--- config.mk ---
export PLATFORM = sky130hd
export DESIGN_NAME = gbbs_ctrl
export DESIGN_NICKNAME = d
export VERILOG_FILES = /design/src/rtl/gbbs_pkg.sv /design/src/rtl/gbbs_ctrl.sv
export SDC_FILE = /design/constraint.sdc
export NUM_CORES = 1
export LEC_CHECK = 0
export BUFFER_PORTS_ARGS = -buffer_cell sky130_fd_sc_hd__buf_2
export CORE_ASPECT_RATIO = 1.1
export CORE_MARGIN = 4
export CORE_UTILIZATION = 55
export CTS_BUF_LIST = sky130_fd_sc_hd__clkbuf_16
export CTS_CLUSTER_DIAMETER = 120
export DETAILED_ROUTE_END_ITERATION = 10
export GPL_ROUTABILITY_DRIVEN = 1
export PLACE_DENSITY_LB_ADDON = 0.25
export SYNTH_ARGS = -nofsm -noshare
export SYNTH_HDL_FRONTEND = slang
export SYNTH_SLANG_ARGS = --single-unit
export TNS_END_PERCENT = 10
--- constraint.sdc ---
create_clock -name clk -period 4.38 [get_ports clk]
set_input_delay 0.657 -clock clk [delete_from_list [all_inputs] [get_ports clk]]
set_output_delay 0.657 -clock clk [all_outputs]
set_load 0.01 [all_outputs]
--- src/rtl/gbbs_pkg.sv ---
`default_nettype none
package gbbs_pkg;

    localparam int FRAC_BITS = 40;
    localparam int EPS_SHIFT = 48;
    localparam int GOLD_SHIFT = 32;

    localparam logic signed [63:0] SMAX = 64'sh7FFF_FFFF_FFFF_FFFF;
    localparam logic signed [63:0] SMIN = 64'sh8000_0000_0000_0000;
    localparam logic signed [63:0] EPS_Q48 = 64'sd28147;
    localparam logic signed [63:0] GOLD_Q32 = 64'sd1640531527;
    localparam longint TOL_RAW = 64'sd2814750 >>> (48 - FRAC_BITS);
    localparam logic signed [63:0] TOL_C = (TOL_RAW < 1) ? 64'sd1 : 64'(TOL_RAW);

    localparam logic [10:0] GRID_MIN = 11'd2;
    localparam logic [10:0] GRID_MAX = 11'd1024;

    localparam logic [2:0] REG_LOWER = 3'd0;
    localparam logic [2:0] REG_UPPER = 3'd1;
    localparam logic [2:0] REG_GRID = 3'd2;
    localparam logic [2:0] REG_MODE = 3'd3;
    localparam logic [2:0] REG_TARGET = 3'd4;
    localparam logic [2:0] REG_ITER = 3'd5;
    localparam logic [2:0] REG_RETRY = 3'd6;

    localparam logic [1:0] MODE_MIN = 2'd0;
    localparam logic [1:0] MODE_MAX = 2'd1;

    localparam logic ACT_START = 1'b0;
    localparam logic KIND_REQUEST = 1'b0;
    localparam logic KIND_FINAL = 1'b1;

    typedef enum logic [1:0] {
        PH_IDLE,
        PH_GRID,
        PH_FIRST,
        PH_BRENT
    } phase_t;

    typedef enum logic [1:0] {
        SH_EPS,
        SH_FRAC,
        SH_GOLD
    } shift_t;

    typedef enum logic [5:0] {
        OP_NONE, OP_START, OP_GDIV, OP_GEMIT, OP_OBJ, OP_GBEST, OP_GNEXT, OP_INITV,
        OP_UPDATE, OP_SEARCH, OP_RETRY, OP_FIN0, OP_FIN1, OP_MID, OP_TOL, OP_T2,
        OP_MUL_R, OP_SET_R, OP_MUL_Q, OP_SET_Q, OP_MUL_PA, OP_SET_PA, OP_MUL_PB,
        OP_SET_P, OP_PQ, OP_MUL_QR, OP_SET_QR, OP_MUL_QA, OP_SET_QA, OP_MUL_QB,
        OP_SET_QB, OP_PDIV, OP_SET_D, OP_ADJ, OP_GOLD, OP_MUL_G, OP_SET_DG, OP_STEP
    } dp_op_t;

    typedef enum logic [5:0] {
        S_IDLE, S_START, S_GDIV, S_GDIV_W, S_GEMIT, S_OBJ, S_GBEST, S_GNEXT, S_INITV,
        S_UPDATE, S_HEAD, S_RETRY, S_FIN0, S_FIN1, S_TOL_W, S_T2, S_CONV, S_R, S_R_W,
        S_Q, S_Q_W, S_PA, S_PA_W, S_PB, S_PB_W, S_PQ, S_QR, S_QR_W, S_QA, S_QA_W,
        S_QB, S_QB_W, S_PCHK, S_PDIV_W, S_ADJ, S_GOLD, S_GMUL, S_GMUL_W, S_STEP
    } ctrl_state_t;

    typedef struct packed {
        phase_t phase;
        logic   grid_more;
        logic   iter_done;
        logic   retry_over;
        logic   conv_ok;
        logic   para_ok;
        logic   step_ok;
        logic   mul_done;
        logic   div_done;
        logic   out_busy;
    } dp_stat_t;

    function automatic logic signed [63:0] sat_add(input logic signed [63:0] a,
                                                   input logic signed [63:0] b);
        logic signed [64:0] s;
        s = {a[63], a} + {b[63], b};
        if (s[64] != s[63])
            return s[64] ? SMIN : SMAX;
        return s[63:0];
    endfunction

    function automatic logic signed [63:0] sat_sub(input logic signed [63:0] a,
                                                   input logic signed [63:0] b);
        logic signed [64:0] s;
        s = {a[63], a} - {b[63], b};
        if (s[64] != s[63])
            return s[64] ? SMIN : SMAX;
        return s[63:0];
    endfunction

    function automatic logic signed [63:0] sat_neg(input logic signed [63:0] a);
        return (a == SMIN) ? SMAX : -a;
    endfunction

    function automatic logic signed [63:0] sabs(input logic signed [63:0] a);
        return a[63] ? sat_neg(a) : a;
    endfunction

    function automatic logic [63:0] mag(input logic signed [63:0] a);
        return a[63] ? (~a + 64'd1) : a;
    endfunction

    function automatic logic signed [63:0] from_mag(input logic [63:0] m, input logic neg,
                                                    input logic ovf);
        if (neg)
            return (ovf || m > 64'h8000_0000_0000_0000) ? SMIN : (64'd0 - m);
        return (ovf || m[63]) ? SMAX : m;
    endfunction

    function automatic logic signed [63:0] midpoint(input logic signed [63:0] a,
                                                    input logic signed [63:0] b);
        logic signed [64:0] s;
        s = {a[63], a} + {b[63], b};
        return s[64:1];
    endfunction

    function automatic logic signed [63:0] half_tz(input logic signed [63:0] v);
        logic signed [64:0] t;
        t = {v[63], v} + {64'd0, v[63]};
        return t[64:1];
    endfunction

endpackage
`default_nettype wire

--- src/rtl/gbbs_ctrl.sv ---
`default_nettype none
module gbbs_ctrl (
    input  logic                clk,
    input  logic                rst_n,
    input  logic                in_fire,
    input  logic                action,
    input  gbbs_pkg::dp_stat_t  st,
    output gbbs_pkg::dp_op_t    op,
    output logic                ready
);
    import gbbs_pkg::*;

    ctrl_state_t state_reg, state_next;

    always_comb
    begin
        state_next = state_reg;
        unique case (state_reg)
            S_IDLE:
                if (in_fire)
                begin
                    if (action == ACT_START)
                        state_next = S_START;
                    else if (st.phase != PH_IDLE)
                        state_next = S_OBJ;
                end
            S_START:  state_next = S_GDIV;
            S_GDIV:   state_next = S_GDIV_W;
            S_GDIV_W: if (st.div_done) state_next = S_GEMIT;
            S_GEMIT:  if (!st.out_busy) state_next = S_IDLE;
            S_OBJ:
                unique case (st.phase)
                    PH_GRID:  state_next = S_GBEST;
                    PH_FIRST: state_next = S_INITV;
                    PH_BRENT: state_next = S_UPDATE;
                    default:  state_next = S_IDLE;
                endcase
            S_GBEST:  state_next = S_GNEXT;
            S_GNEXT:  if (!st.out_busy) state_next = S_IDLE;
            S_INITV:  state_next = S_HEAD;
            S_UPDATE: state_next = S_HEAD;
            S_HEAD:   state_next = st.iter_done ? S_RETRY : S_TOL_W;
            S_RETRY:  state_next = st.retry_over ? S_FIN0 : S_GDIV;
            S_FIN0:   if (!st.out_busy) state_next = S_IDLE;
            S_FIN1:   if (!st.out_busy) state_next = S_IDLE;
            S_TOL_W:  if (st.mul_done) state_next = S_T2;
            S_T2:     state_next = S_CONV;
            S_CONV:
                if (st.conv_ok)
                    state_next = S_FIN1;
                else if (st.para_ok)
                    state_next = S_R;
                else
                    state_next = S_GOLD;
            S_R:      state_next = S_R_W;
            S_R_W:    if (st.mul_done) state_next = S_Q;
            S_Q:      state_next = S_Q_W;
            S_Q_W:    if (st.mul_done) state_next = S_PA;
            S_PA:     state_next = S_PA_W;
            S_PA_W:   if (st.mul_done) state_next = S_PB;
            S_PB:     state_next = S_PB_W;
            S_PB_W:   if (st.mul_done) state_next = S_PQ;
            S_PQ:     state_next = S_QR;
            S_QR:     state_next = S_QR_W;
            S_QR_W:   if (st.mul_done) state_next = S_QA;
            S_QA:     state_next = S_QA_W;
            S_QA_W:   if (st.mul_done) state_next = S_QB;
            S_QB:     state_next = S_QB_W;
            S_QB_W:   if (st.mul_done) state_next = S_PCHK;
            S_PCHK:   state_next = st.step_ok ? S_PDIV_W : S_GOLD;
            S_PDIV_W: if (st.div_done) state_next = S_ADJ;
            S_ADJ:    state_next = S_STEP;
            S_GOLD:   state_next = S_GMUL;
            S_GMUL:   state_next = S_GMUL_W;
            S_GMUL_W: if (st.mul_done) state_next = S_STEP;
            S_STEP:   if (!st.out_busy) state_next = S_IDLE;
            default:  state_next = S_IDLE;
        endcase
    end

    always_comb
    begin
        op = OP_NONE;
        unique case (state_reg)
            S_START:  op = OP_START;
            S_GDIV:   op = OP_GDIV;
            S_GEMIT:  if (!st.out_busy) op = OP_GEMIT;
            S_OBJ:    op = OP_OBJ;
            S_GBEST:  op = OP_GBEST;
            S_GNEXT:  if (!st.out_busy) op = OP_GNEXT;
            S_INITV:  op = OP_INITV;
            S_UPDATE: op = OP_UPDATE;
            S_HEAD:   op = st.iter_done ? OP_SEARCH : OP_MID;
            S_RETRY:  if (!st.retry_over) op = OP_RETRY;
            S_FIN0:   if (!st.out_busy) op = OP_FIN0;
            S_FIN1:   if (!st.out_busy) op = OP_FIN1;
            S_TOL_W:  if (st.mul_done) op = OP_TOL;
            S_T2:     op = OP_T2;
            S_R:      op = OP_MUL_R;
            S_R_W:    if (st.mul_done) op = OP_SET_R;
            S_Q:      op = OP_MUL_Q;
            S_Q_W:    if (st.mul_done) op = OP_SET_Q;
            S_PA:     op = OP_MUL_PA;
            S_PA_W:   if (st.mul_done) op = OP_SET_PA;
            S_PB:     op = OP_MUL_PB;
            S_PB_W:   if (st.mul_done) op = OP_SET_P;
            S_PQ:     op = OP_PQ;
            S_QR:     op = OP_MUL_QR;
            S_QR_W:   if (st.mul_done) op = OP_SET_QR;
            S_QA:     op = OP_MUL_QA;
            S_QA_W:   if (st.mul_done) op = OP_SET_QA;
            S_QB:     op = OP_MUL_QB;
            S_QB_W:   if (st.mul_done) op = OP_SET_QB;
            S_PCHK:   if (st.step_ok) op = OP_PDIV;
            S_PDIV_W: if (st.div_done) op = OP_SET_D;
            S_ADJ:    op = OP_ADJ;
            S_GOLD:   op = OP_GOLD;
            S_GMUL:   op = OP_MUL_G;
            S_GMUL_W: if (st.mul_done) op = OP_SET_DG;
            S_STEP:   if (!st.out_busy) op = OP_STEP;
            default:  op = OP_NONE;
        endcase
    end

    assign ready = (state_reg == S_IDLE);

    always_ff @(posedge clk or negedge rst_n)
    begin
        if (!rst_n)
            state_reg <= S_IDLE;
        else
            state_reg <= state_next;
    end

    assert property (@(posedge clk) disable iff (!rst_n)
        (in_fire && action == ACT_START) |=> (state_reg == S_START))
        else $error("start transfer did not restart the search");
    assert property (@(posedge clk) disable iff (!rst_n)
        (state_reg == S_TOL_W && !st.mul_done) |=> (state_reg == S_TOL_W))
        else $error("tolerance wait left before the product arrived");
    assert property (@(posedge clk) disable iff (!rst_n)
        (state_reg == S_PCHK && st.step_ok) |=> (state_reg == S_PDIV_W))
        else $error("parabolic step taken without a division");

endmodule
`default_nettype wire

==> results of run 1 <==
## placed cells by master, fill, tap and decap left out, drive strengths merged, types with 6 or more instances in the layout
cell type  count
buf           25
a21oi         20
nor2          17
nand2         16
nand2b        13
o21ai         13
nand3         12
nor2b          9
nor3           8
a31oi          7
dfrtp          6
## path summary, 6_finish.rpt
check                              from      endpoint  slack (ps)  depth (start not counted)
min in group clk                  st[4]  state_reg[4]         780                          4
hold / removal                    rst_n  state_reg[2]         250                          1
max in group asynchronous         rst_n  state_reg[0]        3990                          1
hold reg to reg            state_reg[3]  state_reg[3]        1030                          2
setup / recovery           state_reg[1]         op[1]        1010                          6
setup reg to reg           state_reg[0]  state_reg[4]        1610                          6
## routing by layer
| layer | global-route usage (%) | up-vias | wire length [microns] |
|---|---|---|---|
| met5 | 0 | - | 0 |
| met4 | 10.7 | 0 | 146 |
| met3 | 2.89 | 21 | 599 |
| met2 | 39.0 | 159 | 2160 |
| met1 | 40.0 | 839 | 1940 |
| li1 | - | 863 | - |
## final cells by class
class	instances	share of cell area (%)
multi-input cells	192	74.0
flip-flops and latches	6	9.30
repair buffers	25	8.53
clock buffers	3	4.65
well taps	31	2.40
inverters	5	1.16
## metrics by stage
stage	setup slack, ps	hold slack (ps)	utilization (%)	power (uW)
after CTS	1060	248	62.9	1230
after detailed placement	1330	491	59.9	1070
final	1010	245	62.9	1260
after floorplan	1730	361	-	916
after global routing	896	260	62.9	1350
after global placement	1340	478	59.9	1070
## cells by family (layout without fill, tap and decap cells)
| family | Yosys count | after routing | synth area share (%) |
|---|---|---|---|
| adder cells (fa/ha/maj) | 1 | 1 | 0.662 |
| AO/OA/AOI/OAI | 79 | 79 | 35.0 |
| buffers and inverters | 32 | 33 | 11.1 |
| flip-flops | 6 | 6 | 9.93 |
| AND/OR/NAND/NOR | 105 | 105 | 38.5 |
| multiplexers | 5 | 5 | 3.64 |
| XOR/XNOR | 2 | 2 | 1.16 |
## report_power, final
part	switching (uW)	total [uW]	internal [uW]
logic	501	884	383
registers	145	223	78.7
clock network	33.4	151	117
## worst max-delay path, stage by stage (launching register included)
cell      delay [ps]
dfrtp_1          950
buf_4            310
nor4_1            90
nand2_1          160
a211oi_1         100
or4b_2           700
buf_2            160
==> results.ini, run 1 <==
[clock_tree]
root_buffer=clkbuf_16
cts_tree=built
cts_buffers=3
cts_buffer_depth=2
htreeDepth=1
cts_setup_buffers=0
clock_latency_ps=230
cts-resized-gates=0
numClockSinks=6
clk_pin_slew_ps=30
hold_buffers=0

[timing]
clock.fmax_mhz=297
period_needed_ps=3370
setup_viol=0
max_slew.worst_pin.slew_ps=947
slew_headroom_pct=36.9
drv_slew=0
clock_skew_ps=2.02
hold_viol_final=0
setup-tns-final_ps=0
rsz0062_at_grt=false
fin_crit_sh_pct=77.0

[cells_and_area]
seq_area_sq_um=150
diodes=0
instances_no_fill=262
largest_reg_flops=6
design_area_sq_um=1610
drive_above_1_share_pct=17.7
fillers=251
fin_nets=248
multi_input_area_sq_um=1190
synthToLayoutAreaGrowth_pct=6.79

[global_route]
grt_start_max_net_pins=34
grt_remaining_overflow=0
grt_pass1_vias=1549
grt_pass1_wl_microns=7920
grt_use_total_pct=27.0
antenna_found_initial=0

[synthesis]
synth_cell_type_count=57
synth_most_common_cell=a21oi_1
synth_top_cell_area_share_pct=9.93
ys_seq_elements=6
yosysSeqAreaShare_pct=9.93
syn_avg_cell_area_sq_um=6.57
syn_inst=230
synth_commonest_cells=a21oi_1 (20), nand2_1 (16), nor2_1 (16), nand2b_1 (13)
ys.flop_type=dfrtp_1
synth_area_sq_um=1510
synth.area.top_cells=dfrtp_1 (9.9%), a21oi_1 (6.6%), nand2b_1 (5.4%)
yosys_warnings=0
yosys.area.top_type=dfrtp_1
syn_nets=245
async_reset_ff_share_pct=100
synth-edff-count=0

[power]
vdd_drop_max_mv=0.547
p_leak_uw=0.000610
power_density_nw_per_um2=780

[worst_setup_path]
path_class=register to output pin
critPathArrivalTime_ps=2710
cp_max_fo=33
critPathCaptureType=output pin
cp_data_required_time_ps=3720
start_kind=register

[placement]
routabilityCongestion=0.977
dp_cells=259
port-buffer-count=20
placed_cell_area_sq_um=1540
dp_hpwl_microns=3310

[floorplanning]
core_area_sq_um=2570
initial_core_util_pct=58.9
die_area_sq_um=3650
die-height_microns=63.0
rows=19
die_w_microns=58.0
io-pin-count=22

[status]
status=finished, final reports clean

[route]
dr.first_iter.drc_count=190
totalWireLength_microns=4850
dr_total_vias=1882
drt_first_pass_iters=5
vias_per_cell=7.18
avgRoutedWirePerCell_microns=18.5
antenna_left=0
drcViolationCount=0

[worst_hold_path]
min_path_type=input pin to asynchronous set/reset pin

[job]
max_cap_viol_count=0

No activity file was read; power rests on OpenSTA's default activity.
==> inputs of run 2 (changes only) <==
==> constraint.sdc (replaced) <==
create_clock -name clk -period 3.4 [get_ports clk]
set_input_delay 0.51 -clock clk [delete_from_list [all_inputs] [get_ports clk]]
set_output_delay 0.51 -clock clk [all_outputs]
set_load 0.01 [all_outputs]
==> run 2 against run 1 <==
  * Via count grew 2.1%
  * Clock power grew 25%
  * Final cell count grew 1.5%
  * Critical path depth grew 1
  * Register-to-register slack lost 920 ps
  * Highest routed layer unchanged
  * Clock skew is essentially flat
  * Combinational power grew 41%
  * Core utilization grew 1.2 points
==> results.ini, run 2 (same netlist as run 1, synthesis figures left out) <==
[status]
status=finished, final reports clean

[clock_tree]
cts_buffers=3  ; unchanged
numClockSinks=6  ; unchanged
clock_latency_ps=230  ; about the same
cts-resized-gates=0  ; unchanged
root_buffer=clkbuf_16
cts_setup_buffers=0  ; unchanged
cts_buffer_depth=2  ; unchanged
clk_pin_slew_ps=30  ; about the same
htreeDepth=1  ; unchanged
cts_tree=built
hold_buffers=0  ; unchanged

[cells_and_area]
design_area_sq_um=1640  ; +1.9%
drive_above_1_share_pct=19.1  ; +1.4 points
mostFrequentLayoutCells=a21oi_1 (20), buf_2 (20), nand2_1 (16), nor2_1 (16), nand2b_1 (13)
fillers=251  ; unchanged
diodes=0  ; unchanged
largest_reg_flops=6  ; unchanged
synthToLayoutAreaGrowth_pct=8.78
fin_nets=252  ; +1.6%

[floorplanning]
die_w_microns=58.0  ; unchanged
initial_core_util_pct=58.9  ; unchanged
die-height_microns=63.0  ; unchanged
rows=19  ; unchanged
die_area_sq_um=3650  ; unchanged
io-pin-count=22  ; unchanged
core_area_sq_um=2570  ; unchanged

[timing]
rsz0062_at_grt=false
drv_slew=0  ; unchanged
slew_headroom_pct=54.0  ; +17 points
setup_viol=0  ; unchanged
period_needed_ps=3080
setup-tns-final_ps=0  ; unchanged
clock.fmax_mhz=325
fin_crit_sh_pct=90.5
max_slew.worst_pin.slew_ps=690  ; -258 ps
hold_viol_final=0  ; unchanged
clock_skew_ps=2.39  ; +0.369 ps
fin_ws_ps=323  ; -686 ps

[route]
drt_first_pass_iters=4  ; -1
dr_total_vias=1922  ; +2.1%
dr.first_iter.drc_count=206  ; +8.4%
vias_per_cell=7.23  ; +0.59%
avgRoutedWirePerCell_microns=18.8  ; +1.4%
totalWireLength_microns=4990  ; +3.0%
antenna_left=0  ; unchanged
drcViolationCount=0  ; unchanged

[power]
p_leak_uw=0.000630  ; +3.2%
comb_power_share_pct=75.0  ; +4.7 points
switchingPower_uw=902  ; +33%
swShare_pct=54.1  ; +0.086 points
p_clk_share_pct=11.4  ; -0.6 points
p_int_uw=765  ; +32%
pwr-share-seq_pct=13.7  ; -4.1 points
vdd_drop_max_mv=0.681  ; +25%
power_density_nw_per_um2=1010  ; +30%

[global_route]
grt_pass1_vias=1704  ; +10%
grt_start_max_net_pins=33  ; -2.9%
antenna_found_initial=0  ; unchanged
grt_remaining_overflow=0  ; unchanged
grt_use_total_pct=27.8  ; +0.77 points
grt_pass1_wl_microns=8170  ; +3.1%

[worst_setup_path]
cp_max_fo=20  ; -39%
cp-endpoint=op[2]
r2r-end=state_reg[4]
critPathBufInv=2  ; unchanged
crit_slowest_cell=dfrtp_1
cpLargestDelayFamily=simple AND/OR/NAND/NOR gates
critPathCaptureType=output pin
path_class=register to output pin
critPathLaunch=state_reg[0]
critPathArrivalTime_ps=2570  ; -140 ps
cp_data_required_time_ps=2890  ; -830 ps
max_stage_delay_ps=740  ; -210 ps
worstPathCellList=buf_4 > nand2b_1 > nor2_1 > a21oi_1 > nor3_1 > or4_1 > buf_2
ff2ff_path_depth=6  ; unchanged
rrSetupSlack_ps=690  ; -920 ps
crit_cells=7  ; +1
r2r_start=state_reg[0]
start_kind=register

[placement]
placed_cell_area_sq_um=1570  ; +2.0%
dp_hpwl_microns=3500  ; +5.8%
port-buffer-count=20  ; unchanged
dp_slack_ps=684  ; -642 ps
routabilityCongestion=0.964  ; -1.3%

[worst_hold_path]
min_path_type=input pin to asynchronous set/reset pin

[job]
max_cap_viol_count=0  ; unchanged

run 2: cell count changes in the layout (fill, tap and decap cells not counted):
cell	delta
buf_4	+4
run 2: worst register-to-register path, cell delays in order (launching register included):
cell	delay, ps
dfrtp_1	740
buf_4	350
nand2b_1	290
o22ai_1	140
a22oi_1	370
and3_1	370
mux2_4	320
run 2: power by group through the flow:
stage | clock [uW] | sequential (uW) | combinational (uW)
detailed placement | 0 | 220 | 1200
global route | 198 | 235 | 1350
global placement | 0 | 222 | 1190
CTS | 192 | 220 | 1220
floorplan | 0 | 121 | 1060
finish | 189 | 228 | 1250
run 2: per-stage QoR:
step / util (%) / hold WS, ps / cells / power [uW]
after global routing: 64.0 / 107 / 266 / 1780
after detailed placement: 61.1 / 340 / 263 / 1420
after floorplan: - / 214 / 230 / 1180
final: 64.0 / 98.2 / 266 / 1670
after CTS: 64.0 / 99.6 / 266 / 1630
after global placement: 61.1 / 332 / 263 / 1410
run 2: area by class of cell:
type,instances,area [sq um],share of cell area (%)
well taps,31,38.8,2.36
inverters,5,18.8,1.14
repair buffers,29,168,10.2
multi-input cells,192,1190,72.6
flip-flops and latches,6,150,9.13
clock buffers,3,75.1,4.57
run 2: worst min path at each step:
stage | cells past startpoint | to | slack [ps] | start
2_1_floorplan | 0 | state_reg[0] | 210 | rst_n
4_1_cts | 1 | state_reg[2] | 100 | rst_n
5_1_grt | 1 | state_reg[2] | 110 | rst_n
3_5_place_dp | 1 | state_reg[2] | 340 | rst_n
6_report | 1 | state_reg[2] | 100 | rst_n
3_3_place_gp | 1 | state_reg[2] | 330 | rst_n
run 2: layer usage:
| metal | global-route usage, % | vias to the layer above | part of all wire [%] |
|---|---|---|---|
| li1 | - | 874 | - |
| met1 | 40.4 | 867 | 41 |
| met2 | 38.0 | 150 | 43 |
| met3 | 3.93 | 31 | 12 |
| met4 | 15.7 | 0 | 4.0 |
| met5 | 0 | - | 0 |
